<file path="config.mk">
export PLATFORM = sky130hd
export DESIGN_NAME = pll_divider_search
export DESIGN_NICKNAME = d
export VERILOG_FILES = /design/src/rtl/core/pds_pkg.sv /design/src/rtl/core/pll_divider_search.sv
export SDC_FILE = /design/constraint.sdc
export NUM_CORES = 1
export LEC_CHECK = 0
export ABC_AREA = 1
export ABC_CLOCK_PERIOD_IN_PS = 13380
export BUFFER_PORTS_ARGS = -buffer_cell sky130_fd_sc_hd__buf_2
export CAP_MARGIN = 10
export CORE_ASPECT_RATIO = 1.4
export CORE_MARGIN = 2
export CORE_UTILIZATION = 35
export CTS_BUF_LIST = sky130_fd_sc_hd__clkbuf_8
export CTS_CLUSTER_DIAMETER = 40
export DETAILED_ROUTE_END_ITERATION = 8
export HOLD_SLACK_MARGIN = 0.03
export PLACE_DENSITY = 0.58
export SLEW_MARGIN = 5
export SYNTH_ARGS = -nofsm -noshare
export SYNTH_HDL_FRONTEND = slang
export SYNTH_SLANG_ARGS = --single-unit
export TNS_END_PERCENT = 100
</file>
<file path="constraint.sdc">
create_clock -name clk -period 13.38 [get_ports clk]
set_input_delay 4.014 -clock clk [delete_from_list [all_inputs] [get_ports clk]]
set_output_delay 4.014 -clock clk [all_outputs]
set_load 0.1 [all_outputs]
</file>
<file path="src/rtl/core/pds_pkg.sv">
`timescale 1ns / 1ps
// ----------------------------------------------------------------------------
// PLL divider search package
// Shared widths and constants of the pixel clock divider search.
// ----------------------------------------------------------------------------
package pds_pkg;

  // Field widths.
  localparam int CLK_W     = 20;  // requested pixel clock in kHz
  localparam int POST_W    = 6;   // post divider field
  localparam int LOOP_W    = 8;   // loop multiplier field
  localparam int REF_W     = 3;   // reference divider field
  localparam int B_W       = 22;  // VCO-side frequency in kHz, at most 3200000
  localparam int SCALE_W   = 14;  // holds 10000 plus the error limit
  localparam int ERR_W     = 6;   // holds the error limit

  // Search ranges and arithmetic constants.
  localparam int MAX_POST_DIV_DEF = 63;
  localparam int REF_KHZ          = 100000;
  localparam int SCALE            = 10000;
  localparam int ERR_LIMIT        = 50;
  localparam int REFDIV_HI        = 5;
  localparam int REFDIV_LO        = 3;
  localparam int LOOP_MIN_PER_REF = 12;
  localparam int LOOP_MAX_PER_REF = 32;

  // At the top of every reference divider sweep the loop multiplier is
  // 32 times the divider, so the VCO-side frequency is always the same.
  localparam int B_START = REF_KHZ * LOOP_MAX_PER_REF;

  // Per-step decrement of floor(100000 * L / R) when L drops by one.
  localparam int B_STEP_R5 = REF_KHZ / 5;
  localparam int B_STEP_R4 = REF_KHZ / 4;
  localparam int B_STEP_R3 = REF_KHZ / 3;

  // Loop multiplier bounds for a given reference divider.
  function automatic logic [LOOP_W-1:0] loop_lo(input logic [REF_W-1:0] r);
    return LOOP_W'(LOOP_MIN_PER_REF) * LOOP_W'(r);
  endfunction

  function automatic logic [LOOP_W-1:0] loop_hi(input logic [REF_W-1:0] r);
    return LOOP_W'(LOOP_MAX_PER_REF) * LOOP_W'(r);
  endfunction

endpackage

</file>
<file path="src/rtl/core/pll_divider_search.sv">
`timescale 1ns / 1ps
// ----------------------------------------------------------------------------
// PLL divider search
// Finds post, reference and loop divider settings for a pixel clock.
// ----------------------------------------------------------------------------
// A word on the input channel is a requested pixel clock in kHz. The block
// walks every divider setting of a PLL fed by a 100 MHz reference, post
// divider from MAX_POST_DIV down to 1, reference divider 5 down to 3 and loop
// multiplier 32*R down to 12*R, and returns the first setting with the
// smallest error below 0.5 percent (found = 0 and all settings zero if none
// exists or the clock is zero). One candidate is scored per clock by a single
// shared multiply-and-compare unit, except that the scan holds for a short
// refinement after each improvement. A zero clock skips the scan and goes
// straight to the finish state. The block takes one word at a time; in_ready
// is high only while it is idle, but the result register lets a new word
// start while the previous result still waits on the output. A search that
// ends while an older result is still stalled waits until that result is
// taken.
//
// Scoring: with A = clock * P and B = floor(100000 * L / R), the error is
// floor(max * 10000 / min) - 10000. Instead of dividing, a candidate beats
// the best error E when max * 10000 < (10000 + E) * min. When it does, the
// exact new error is found by stepping E' down from E - 1 until
// (10000 + E') * min <= max * 10000, reusing the same multiplier. A and B are
// both kept incrementally: A drops by the clock when P steps, and B drops by
// 100000 / R (with a remainder tracked for R = 3) when L steps.
module pll_divider_search #(
  parameter int MAX_POST_DIV = pds_pkg::MAX_POST_DIV_DEF
) (
  input  logic                         clk,
  input  logic                         rst,
  input  logic                         in_valid,
  output logic                         in_ready,
  input  logic [pds_pkg::CLK_W-1:0]    pixel_clock_khz,
  output logic                         out_valid,
  input  logic                         out_ready,
  output logic                         found,
  output logic [pds_pkg::POST_W-1:0]   post_divider,
  output logic [pds_pkg::LOOP_W-1:0]   loop_multiplier,
  output logic [pds_pkg::REF_W-1:0]    ref_divider
);
  import pds_pkg::*;

  localparam int PW    = $clog2(MAX_POST_DIV + 1);
  localparam int AW    = CLK_W + PW;
  localparam int CW    = (AW > B_W) ? AW : B_W;
  localparam int PRODW = CW + SCALE_W;

  typedef enum logic [1:0] {
    ST_IDLE,
    ST_SCAN,
    ST_REFINE,
    ST_FINISH
  } state_t;

  state_t state;

  // Candidate generator.
  logic [CLK_W-1:0]  clk_khz;
  logic [PW-1:0]     p;
  logic [REF_W-1:0]  r;
  logic [LOOP_W-1:0] l;
  logic [AW-1:0]     a;
  logic [B_W-1:0]    b;
  logic [1:0]        brem;
  logic              gen_done;

  // Scoring stage.
  logic              s1_valid;
  logic [PRODW-1:0]  s1_max10k;
  logic [CW-1:0]     s1_min;
  logic [PW-1:0]     s1_p;
  logic [LOOP_W-1:0] s1_l;
  logic [REF_W-1:0]  s1_r;

  // Best so far.
  logic [ERR_W-1:0]  best;
  logic [ERR_W-1:0]  k;
  logic              hit;
  logic [PW-1:0]     sel_p;
  logic [LOOP_W-1:0] sel_l;
  logic [REF_W-1:0]  sel_r;

  // Result register.
  logic              found_out;
  logic [PW-1:0]     sel_p_out;
  logic [LOOP_W-1:0] sel_l_out;
  logic [REF_W-1:0]  sel_r_out;

  // Combinational helpers.
  logic [CW-1:0]      a_ext;
  logic [CW-1:0]      b_ext;
  logic [CW-1:0]      cand_max;
  logic [CW-1:0]      cand_min;
  logic [PRODW-1:0]   cand_max10k;
  logic [ERR_W-1:0]   err_sel;
  logic [SCALE_W-1:0] factor;
  logic [PRODW-1:0]   prod;
  logic               beats_best;
  logic               refine_ok;
  logic               at_loop_lo;

  assign a_ext       = CW'(a);
  assign b_ext       = CW'(b);
  assign cand_max    = (a_ext > b_ext) ? a_ext : b_ext;
  assign cand_min    = (a_ext > b_ext) ? b_ext : a_ext;
  assign cand_max10k = PRODW'(cand_max) * PRODW'(SCALE);

  // Shared multiply-and-compare unit: the threshold is the current best
  // while scanning and the trial error while refining.
  assign err_sel    = (state == ST_REFINE) ? k : best;
  assign factor     = SCALE_W'(SCALE) + SCALE_W'(err_sel);
  assign prod       = PRODW'(s1_min) * PRODW'(factor);
  assign beats_best = s1_valid && (s1_max10k < prod);
  assign refine_ok  = (prod <= s1_max10k);
  assign at_loop_lo = (l == loop_lo(r));

  assign in_ready        = (state == ST_IDLE);
  assign post_divider    = POST_W'(sel_p_out);
  assign loop_multiplier = sel_l_out;
  assign ref_divider     = sel_r_out;
  assign found           = found_out;

  always_ff @(posedge clk) begin
    if (rst) begin
      state     <= ST_IDLE;
      out_valid <= 1'b0;
      s1_valid  <= 1'b0;
      gen_done  <= 1'b0;
      hit       <= 1'b0;
    end else begin
      if (out_valid && out_ready && state != ST_FINISH) begin
        out_valid <= 1'b0;
      end

      unique case (state)
        ST_IDLE: begin
          if (in_valid) begin
            clk_khz  <= pixel_clock_khz;
            a        <= AW'(pixel_clock_khz) * AW'(MAX_POST_DIV);
            p        <= PW'(MAX_POST_DIV);
            r        <= REF_W'(REFDIV_HI);
            l        <= loop_hi(REF_W'(REFDIV_HI));
            b        <= B_W'(B_START);
            brem     <= 2'd0;
            gen_done <= 1'b0;
            s1_valid <= 1'b0;
            best     <= ERR_W'(ERR_LIMIT);
            hit      <= 1'b0;
            sel_p    <= '0;
            sel_l    <= '0;
            sel_r    <= '0;
            state    <= (pixel_clock_khz == '0) ? ST_FINISH : ST_SCAN;
          end
        end

        ST_SCAN: begin
          if (beats_best) begin
            // Hold the generator and the scored candidate while refining.
            k     <= best - ERR_W'(1);
            state <= ST_REFINE;
          end else if (gen_done && !s1_valid) begin
            state <= ST_FINISH;
          end else begin
            s1_valid  <= !gen_done;
            s1_max10k <= cand_max10k;
            s1_min    <= cand_min;
            s1_p      <= p;
            s1_l      <= l;
            s1_r      <= r;
            if (!gen_done) begin
              if (at_loop_lo) begin
                b    <= B_W'(B_START);
                brem <= 2'd0;
                if (r == REF_W'(REFDIV_LO)) begin
                  if (p == PW'(1)) begin
                    gen_done <= 1'b1;
                  end else begin
                    p <= p - PW'(1);
                    a <= a - AW'(clk_khz);
                    r <= REF_W'(REFDIV_HI);
                    l <= loop_hi(REF_W'(REFDIV_HI));
                  end
                end else begin
                  r <= r - REF_W'(1);
                  l <= loop_hi(r - REF_W'(1));
                end
              end else begin
                l <= l - LOOP_W'(1);
                unique case (r)
                  REF_W'(5): b <= b - B_W'(B_STEP_R5);
                  REF_W'(4): b <= b - B_W'(B_STEP_R4);
                  REF_W'(3): begin
                    // 100000 = 3 * 33333 + 1, so the remainder wraps.
                    if (brem == 2'd0) begin
                      b    <= b - B_W'(B_STEP_R3 + 1);
                      brem <= 2'd2;
                    end else begin
                      b    <= b - B_W'(B_STEP_R3);
                      brem <= brem - 2'd1;
                    end
                  end
                  default: b <= b;
                endcase
              end
            end
          end
        end

        ST_REFINE: begin
          if (refine_ok) begin
            best     <= k;
            hit      <= 1'b1;
            sel_p    <= s1_p;
            sel_l    <= s1_l;
            sel_r    <= s1_r;
            s1_valid <= 1'b0;
            state    <= ST_SCAN;
          end else begin
            k <= k - ERR_W'(1);
          end
        end

        ST_FINISH: begin
          if (!out_valid || out_ready) begin
            out_valid <= 1'b1;
            found_out <= hit;
            sel_p_out <= sel_p;
            sel_l_out <= sel_l;
            sel_r_out <= sel_r;
            state     <= ST_IDLE;
          end
        end

        default: state <= ST_IDLE;
      endcase
    end
  end

endmodule

</file>
==> results of run 1 <==
-- placed cells by master (no fill, tap or decap), drive strengths merged, types with 26 or more instances in the layout --
cell,count
xor2,63
inv,881
a21oi,211
ha,386
edfxtp,213
xnor2,26
nor2,298
nand2,563
nand3,108
o21ai,203
nor3,38
clkbuf,42
fa,332
buf,55
-- worst register-to-register path, delay by kind of cell (launching register included) --
kind                     cells  cell delay (ns)
AO/OA/AOI/OAI                3             0.57
XOR/XNOR                     1             0.27
adder cells (fa/ha/maj)      9             4.44
buffers and inverters        7             1.64
flip-flops                   1             0.47
AND/OR/NAND/NOR             15             2.92
-- metrics by stage --
stage          hold WS [ns]  std cells  util, %  cell area, sq um
2_1_floorplan        0.4003       3539        -             29640
3_3_place_gp         0.4043       4635    37.05             31130
3_5_place_dp         0.4071       4635    37.05             31130
4_1_cts              0.4196       4712    38.09             32010
5_1_grt              0.4214       4713    38.10             32010
6_report             0.4131       4713    38.10             32010
-- cell families (layout without fill, tap and decap cells) --
kind of cell / Yosys count / after routing / share of synthesized area (%)
DFF: 219 / 219 / 21.99
adders and majority gates: 718 / 718 / 38.73
AOI/OAI and AO/OA: 524 / 524 / 10.00
muxes: 1 / 1 / 0.03801
and+or+nand+nor: 1060 / 1060 / 14.76
xor gates and xnor gates: 89 / 89 / 2.631
other: 1 / 5 / 0.01266
buffers and inverters: 924 / 1009 / 11.83
-- sequential cells by signal, indices dropped and copies added, names as in the netlist, 8 cells and up --
signal and count:
loop_multiplier 8, s1_max10k 36, s1_min 26, sel_l 8
s1_l 8, l 8, b 22, a 26
clk_khz 20
-- cell type report --
type	instances	area, sq um	area share [%]
Multi-Input combinational cell	2396	19660	61.42
Sequential cell	219	6516	20.36
Inverter	877	3292	10.28
Tap cell	1088	1361	4.253
Clock buffer	42	578.1	1.806
Timing Repair Buffer	55	305.3	0.9537
Clock inverter	35	295.3	0.9225
Antenna cell	1	2.502	0.007817
-- metal layers --
layer | part of all wire [%] | global-route usage, % | vias up
met4 | 3.8 | 6.381 | 0
met3 | 2.4 | 1.432 | 121
li1 | - | - | 11300
met1 | 41 | 20.32 | 10880
met2 | 53 | 33.39 | 342
met5 | 0 | 0 | -
-- how the worst max path moves through the flow --
stage | from | slack (ns) | cells past startpoint | end
floorplan | state[1] | 2.19 | 40 | s1_l[0]
global placement | state[1] | 2.71 | 37 | s1_min[25]
detailed placement | state[1] | 2.56 | 37 | s1_min[25]
CTS | state[1] | 2.56 | 35 | s1_max10k[33]
global route | state[1] | 1.79 | 37 | s1_max10k[33]
finish | state[1] | 2.65 | 35 | a[25]
==> summary.txt, run 1 <==
Placement
  – Routability cong.: 0.9346
  – Detailed placement HPWL: ~63000 microns
  – IO Port Bufs: 43
  – Dpl ws: 2.560 ns

Synthesis
  – Post-Syn Instances: 3536
  – Number of synthesized flops with an enable pin: about 210
  – Register area share after synthesis: 21.99%
  – Main area contributors after synthesis: fa_1, edfxtp_1, ha_1
  – Register bit total from synthesis: 219
  – Yosys Warn Count: 0
  – Main synth FF type: edfxtp_1
  – Synth area leader: fa_1
  – Ys async rst share: 0%
  – Post-synth top cells: inv_1, nand2_1, ha_1
  – Synth Cell Area: 29630 sq um
  – Yosys top cell area share: 22.43%
  – Count leader, synth: inv_1
  – Synth unique cells: 64
  – Avg Inst Size Synth: 8.379 sq um

Routing
  – Initial DRC count: 1082
  – First drt pass iteration count: 7
  – Drc violations: 0
  – Vias per cell: 4.804
  – Via count: 22640
  – Post-route ant nets: 0
  – Wirelength per Cell: 15.81 microns
  – Total Wirelength: 74490 microns

Clocking
  – Clock slew at reported path FFs: 0.06 ns
  – Hold-fix buffers, CTS: 0
  – Total setup buffers inserted after CTS: 0
  – H-tree levels: 2
  – Deepest clock path buffer count: 3
  – Clk sinks: 219
  – Root Buffer: clkbuf_8
  – CTS tree: done
  – CTS-repair resized insts: 0
  – Clock latency on the worst-skew pair: 0.60 ns
  – Inserted Clock Buffers: 42

Timing
  – RSZ-0062 raised after global routing: false
  – Slew margin rel.: 21.46%
  – Setup TNS: 0 ns
  – Final WS setup: 2.649 ns
  – Min cycle time layout: 10.73 ns
  – Max-slew violation count: 0
  – Final setup fails: 0
  – Worst Max-Slew Pin Slew: 1.178 ns
  – Final period util: 80.20%
  – Fmax: 93.19 MHz
  – Clock skew: 0.02934 ns
  – Hold Fails Final Rpt: 0

Worst setup path
  – Max Fanout on Critical Path: 28
  – Data required time of the worst path: 13.60 ns
  – CP Buf/Inv Count: 7
  – CP top delay family: adder cells
  – CP max-delay cell: ha_1
  – Crit end category: flip-flop
  – Worst r2r src: state[1]
  – Reg2Reg Depth: 35
  – Crit Path Class: flip-flop to flip-flop
  – Worst EP arrival: 10.95 ns
  – Worst R2R End: a[25]
  – CP Launch Type: flip-flop
  – Critical path's largest stage delay: between 1 and 1.5 ns
  – Reg2Reg Setup Slack: 2.65 ns

Global routing
  – Largest net degree at the start of global routing: 89
  – Initial antenna violation count: 1
  – Vias in the first global route: about 24000
  – First-pass GRT wire length: ~120000 microns
  – Total track usage: between 10% and 20%
  – GRT overflow: 0

Min path
  – Cell count of the worst hold path: 0
  – Hold path endpoint: loop_multiplier[5]
  – Hold crit path type: flip-flop to flip-flop
  – Hold Crit Start: sel_l[5]

Die
  – Die width: ~250 microns
  – Die footprint: 87030 sq um
  – Top-Level Pins: 44
  – Core Box Area: 84030 sq um
  – Die height: 348.3 microns
  – Row count: about 130
  – Initial Utilization: 35.26%

Run
  – Max-cap viol count: 0

Run status
  – Outcome: completed

Layout
  – # fillers: 8666
  – Area added between synthesis and finish: 8.045%
  – Final nets: about 4300
  – Share of cells above drive strength 1: roughly 5%
Power of run 1 is left out: the tool's default activity adds up to more than one toggle a clock period on the data nets, which glitch-free logic cannot reach.
==> inputs of run 2 (changes only) <==
Settings changed: ABC_CLOCK_PERIOD_IN_PS 13380 to 9200, PLACE_DENSITY 0.58 to 0.6.
Clock period 13.38 ns to 9.2 ns, I/O delays scaled along.
==> run 2 against run 1 <==
Critical path depth up 5. First-iteration DRC count up 3.0%. Largest cell class unchanged. Clock skew up 0.0075 ns. Via count up 1.3%. Non-clock buffer count up 44. Die area unchanged. Flip-flop and latch count unchanged. Global-route usage up 0.091 points. Register-to-register slack worse by 2.2 ns. Worst hold slack better by 0.0044 ns. Critical endpoint is now a[15]. Routed wire length up 1.6%.
==> summary.txt, run 2 (synthesized netlist as in run 1, its figures left out) <==
Worst setup path
  – Critical path's largest stage delay: 0.55 ns
  – Reg2Reg Setup Slack: 0.45 ns
  – Most frequent CP cell: nand2_1
  – CP max-delay cell: fa_1
  – Worst r2r src: state[1]
  – CP Buf/Inv Count: 9
  – Reg2Reg Depth: 40
  – CP top delay family: adder cells
  – Worst R2R End: a[15]
  – Worst EP arrival: 9.01 ns
  – Max Fanout on Critical Path: 26
  – Data required time of the worst path: 9.46 ns
  – Crit Path Class: flip-flop to flip-flop
  – Crit end category: flip-flop
  – CP Launch Type: flip-flop

Global routing
  – First-pass GRT wire length: 123100 microns
  – Largest net degree at the start of global routing: 63
  – Vias in the first global route: between 20000 and 25000
  – GRT overflow: 0
  – Initial antenna violation count: 3
  – Total track usage: between 15 and 20%

Clocking
  – CTS tree: done
  – Hold-fix buffers, CTS: 0
  – Root Buffer: clkbuf_8
  – Deepest clock path buffer count: 3
  – Clock latency on the worst-skew pair: 0.58 ns
  – Clock slew at reported path FFs: roughly 0.060 ns
  – H-tree levels: 2
  – Clk sinks: 219
  – Inserted Clock Buffers: 39

Placement
  – Dpl cells: ~4700
  – Detailed placement HPWL: between 60000 and 70000 microns
  – IO Port Bufs: 43
  – Placed inst area: 31540 sq um
  – Routability cong.: 0.9570

Min path
  – Hold Crit Start: sel_l[2]
  – Hold path endpoint: loop_multiplier[2]
  – Hold crit path type: flip-flop to flip-flop
  – Cell count of the worst hold path: 0

Layout
  – Most common cell after layout, fill and taps aside: inv_1
  – Final nets: between 4000 and 5000
  – Final instance area: between 30000 and 40000 sq um
  – Non-Filler Instances: 4752
  – Most frequent cells in the layout: inv_1, nand2_1, ha_1, fa_1, nor2_1
  – Area added between synthesis and finish: 9.608%
  – Share of cells above drive strength 1: 6.281%
  – Biggest regs: s1_max10k (36), a (26), s1_min (26)
  – Max FFs per register: 36
  – Top reg by flops: s1_max10k

Timing
  – Setup TNS: 0 ns
  – Slew margin rel.: a little over a quarter
  – Max-slew violation count: 0
  – Fmax: around 110 MHz
  – Final setup fails: 0
  – Worst Max-Slew Pin Slew: 1.108 ns
  – Min cycle time layout: about 8.7 ns
  – Hold Fails Final Rpt: 0
  – Final period util: around 95%
  – Worst hold slack: 0.4175 ns
  – Clock skew: 0.03683 ns

Routing
  – Post-route ant nets: 0
  – Via count: 22930
  – First drt pass iteration count: 5
  – Initial DRC count: 1114
  – Wirelength per Cell: 15.93 microns
  – Vias per cell: just under 5
  – Total Wirelength: between 70000 and 80000 microns
  – Drc violations: 0

Die
  – Core Box Area: 84030 sq um
  – Die width: 249.9 microns
  – Initial Utilization: 35.26%
  – Row count: approximately 130
  – Die height: between 300 and 400 microns
  – Die footprint: 87030 sq um
  – Top-Level Pins: 44

Run
  – Max-cap viol count: 0

Run status
  – Outcome: completed
[run 2: repair_timing]
item / in CTS / in global routing
endpoints found under the setup margin: 0 / 147
resized for setup: 0 / 14
buffers inserted: 0 / 2
[run 2: per-stage QoR]
stage                     utilization [%]  setup WS (ns)
after global placement              37.54         0.2075
after floorplan                         -        0.03249
after detailed placement            37.54         0.1099
final                               38.65         0.4512
after CTS                           38.52        0.09023
after global routing                38.65       -0.04049
[run 2: worst max path at each step]
stage / cells after the start / end / start
finish: 40 / a[15] / state[1]
global route: 42 / a[16] / state[0]
CTS: 41 / sel_l[4] / state[1]
detailed placement: 41 / sel_p[3] / state[1]
global placement: 39 / sel_l[2] / state[1]
floorplan: 40 / a[0] / state[1]
[run 2: layout make-up]
cell class	count	area (sq um)
antenna	2	5.005
clock inverter	32	285.3
timing repair buffer	99	778.2
tap	1088	1361
inverter	877	3292
multi-input combinational	2396	19700
fill	8626	51550
clock buffer	39	536.8
sequential	219	6516
[run 2: worst reg2reg max path, delay by kind of cell (launching register included)]
family	cells	cell delay, ns
adder cells (fa/ha/maj)	9	3.85
AND/OR/NAND/NOR	19	2.71
buffers and inverters	9	1.05
flip-flops	1	0.47
AO/OA/AOI/OAI	2	0.19
XOR/XNOR	1	0.15
[run 2: routing by layer]
| layer | wire length (microns) | GRT usage, % | vias to the layer above |
|---|---|---|---|
| met2 | 40210 | 33.73 | 425 |
| met3 | 1898 | 1.037 | 154 |
| met5 | 0 | 0 | - |
| met4 | 3035 | 6.639 | 0 |
| met1 | 30570 | 20.46 | 10980 |
| li1 | - | - | 11360 |
Power of run 2 is left out for the same reason.
==> inputs of run 3 (changes only) <==
Settings changed: CORE_UTILIZATION 35 to 50, PLACE_DENSITY 0.6 to 0.68.
==> run 3 against run 2 <==
Fmax rose by 0.72%. Clock skew up 0.025 ns. Highest routed layer unchanged. Largest cell class unchanged. Critical path depth grew 2.
==> summary.txt, run 3 (synthesized netlist as in run 1, its figures left out) <==
Run status
  – Outcome: completed

Clocking
  – H-tree levels: 2
  – Deepest clock path buffer count: 3
  – Clock latency on the worst-skew pair: 0.60 ns
  – CTS tree: done
  – Root Buffer: clkbuf_8
  – Hold-fix buffers, CTS: 0
  – Clock slew at reported path FFs: 0.06 ns
  – Clk sinks: 219
  – Inserted Clock Buffers: 38

Placement
  – Dpl cells: ~4300
  – IO Port Bufs: 43
  – Detailed placement HPWL: 60650 microns
  – Dpl ws: approximately 0.28 ns
  – Routability cong.: 0.9731

Layout
  – Max FFs per register: 36
  – Most frequent cells in the layout: inv_1, nand2_1, ha_1, fa_1, nor2_1
  – Most common cell after layout, fill and taps aside: inv_1
  – Final nets: 4359
  – Share of cells above drive strength 1: 5.792%
  – Multi-input logic area: 19710 sq um
  – Register Area: 6516 sq um
  – Area added between synthesis and finish: 7.568%
  – Non-Filler Instances: approximately 4400
  – Finished Core Util: 54.39%
  – # fillers: 5461
  – Biggest regs: s1_max10k (36), a (26), s1_min (26)
  – Top reg by flops: s1_max10k

Timing
  – Final WS setup: approximately 0.51 ns
  – Final period util: between 90% and 100%
  – Worst Max-Slew Pin Slew: 1.186 ns
  – Final setup fails: 0
  – Min cycle time layout: roughly 8.7 ns
  – Slew margin rel.: 20.87%
  – Clock skew: 0.06209 ns
  – Max-slew violation count: 0
  – Hold Fails Final Rpt: 0
  – Setup TNS: 0 ns
  – Fmax: 115.1 MHz

Worst setup path
  – CP max-delay cell: fa_1
  – Max Fanout on Critical Path: 22
  – Reg2Reg Setup Slack: 0.51 ns
  – Reg2Reg Depth: 42
  – Crit end category: flip-flop
  – Worst r2r src: state[1]
  – Crit Path Class: flip-flop to flip-flop
  – Worst R2R End: a[21]
  – Worst EP arrival: 8.93 ns
  – CP Launch Type: flip-flop
  – Data required time of the worst path: 9.45 ns
  – Critical path's largest stage delay: 0.54 ns
  – Most frequent CP cell: inv_1

Global routing
  – Vias in the first global route: between 20000 and 25000
  – First-pass GRT wire length: about 120000 microns
  – Initial antenna violation count: 1
  – Total track usage: between 20 and 25%
  – Largest net degree at the start of global routing: 76
  – GRT overflow: 0

Min path
  – Cell count of the worst hold path: 0
  – Hold crit path type: flip-flop to flip-flop
  – Hold path endpoint: loop_multiplier[3]
  – Hold Crit Start: sel_l[3]

Die
  – Die footprint: 61250 sq um
  – Die width: around 210 microns
  – Core Box Area: 58590 sq um
  – Die height: 292.0 microns
  – Initial Utilization: 50.56%
  – Row count: 105
  – Top-Level Pins: 44

Run
  – Max-cap viol count: 0

Routing
  – Total Wirelength: 72150 microns
  – Vias per cell: 5.261
  – First drt pass iteration count: 6
  – Via count: approximately 23000
  – Post-route ant nets: 0
  – Drc violations: 0
  – Initial DRC count: approximately 1300
  – Wirelength per Cell: 16.42 microns
-- run 3: changes by cell type in the layout (fill, tap and decap cells not counted), sizes merged --
cell      delta
clkbuf       +2
diode        -1
buf         -14
clkinv       -4
clkinvlp     -3
-- run 3: worst max-delay path, delay by kind of cell (launching register included) --
family,cells,cell delay (ns)
AO/OA/AOI/OAI,3,0.42
XOR/XNOR,1,0.21
adder cells (fa/ha/maj),8,3.74
buffers and inverters,11,1.15
flip-flops,1,0.46
AND/OR/NAND/NOR,19,2.31
-- run 3: worst max-delay path by stage --
| stage | from | end | slack [ns] | cells past startpoint |
|---|---|---|---|---|
| 2_1_floorplan | state[1] | a[0] | 0.03 | 40 |
| 3_3_place_gp | state[0] | b[0] | 0.44 | 39 |
| 3_5_place_dp | state[0] | b[0] | 0.28 | 39 |
| 4_1_cts | state[1] | b[18] | 0.25 | 38 |
| 5_1_grt | state[0] | a[21] | -0.01 | 43 |
| 6_report | state[1] | a[21] | 0.51 | 42 |
-- run 3: area by class of cell --
| class | instances | share of cell area [%] |
|---|---|---|
| diodes | 1 | 0.007852 |
| clock buffers | 41 | 1.771 |
| clock inverters | 25 | 0.7067 |
| inverters | 877 | 10.33 |
| multi-input cells | 2396 | 61.84 |
| flip-flops and latches | 219 | 20.45 |
| well taps | 749 | 2.941 |
| repair buffers | 85 | 1.963 |
-- run 3: repair_timing --
action                                  4_1_cts  5_1_grt
endpoints found under the setup margin        0      168
resized for setup                             0       15
endpoints found under the hold margin         0        0
setup buffers                                 0        3
-- run 3: per-stage QoR --
stage	hold slack (ns)	area, sq um
6_report	0.4164	31870
5_1_grt	0.4294	31870
4_1_cts	0.4185	31760
3_5_place_dp	0.4045	30970
3_3_place_gp	0.4032	30970
2_1_floorplan	0.4003	29650
-- run 3: metal layers --
metal  up-vias  global-route usage (%)  share of wire (%)
met3       179                   2.011                3.7
met5         -                       0                  0
li1      11330                       -                  -
met1     11040                   27.84                 39
met4         0                   9.531                4.0
met2       556                   45.92                 54
Power of run 3 is left out for the same reason.
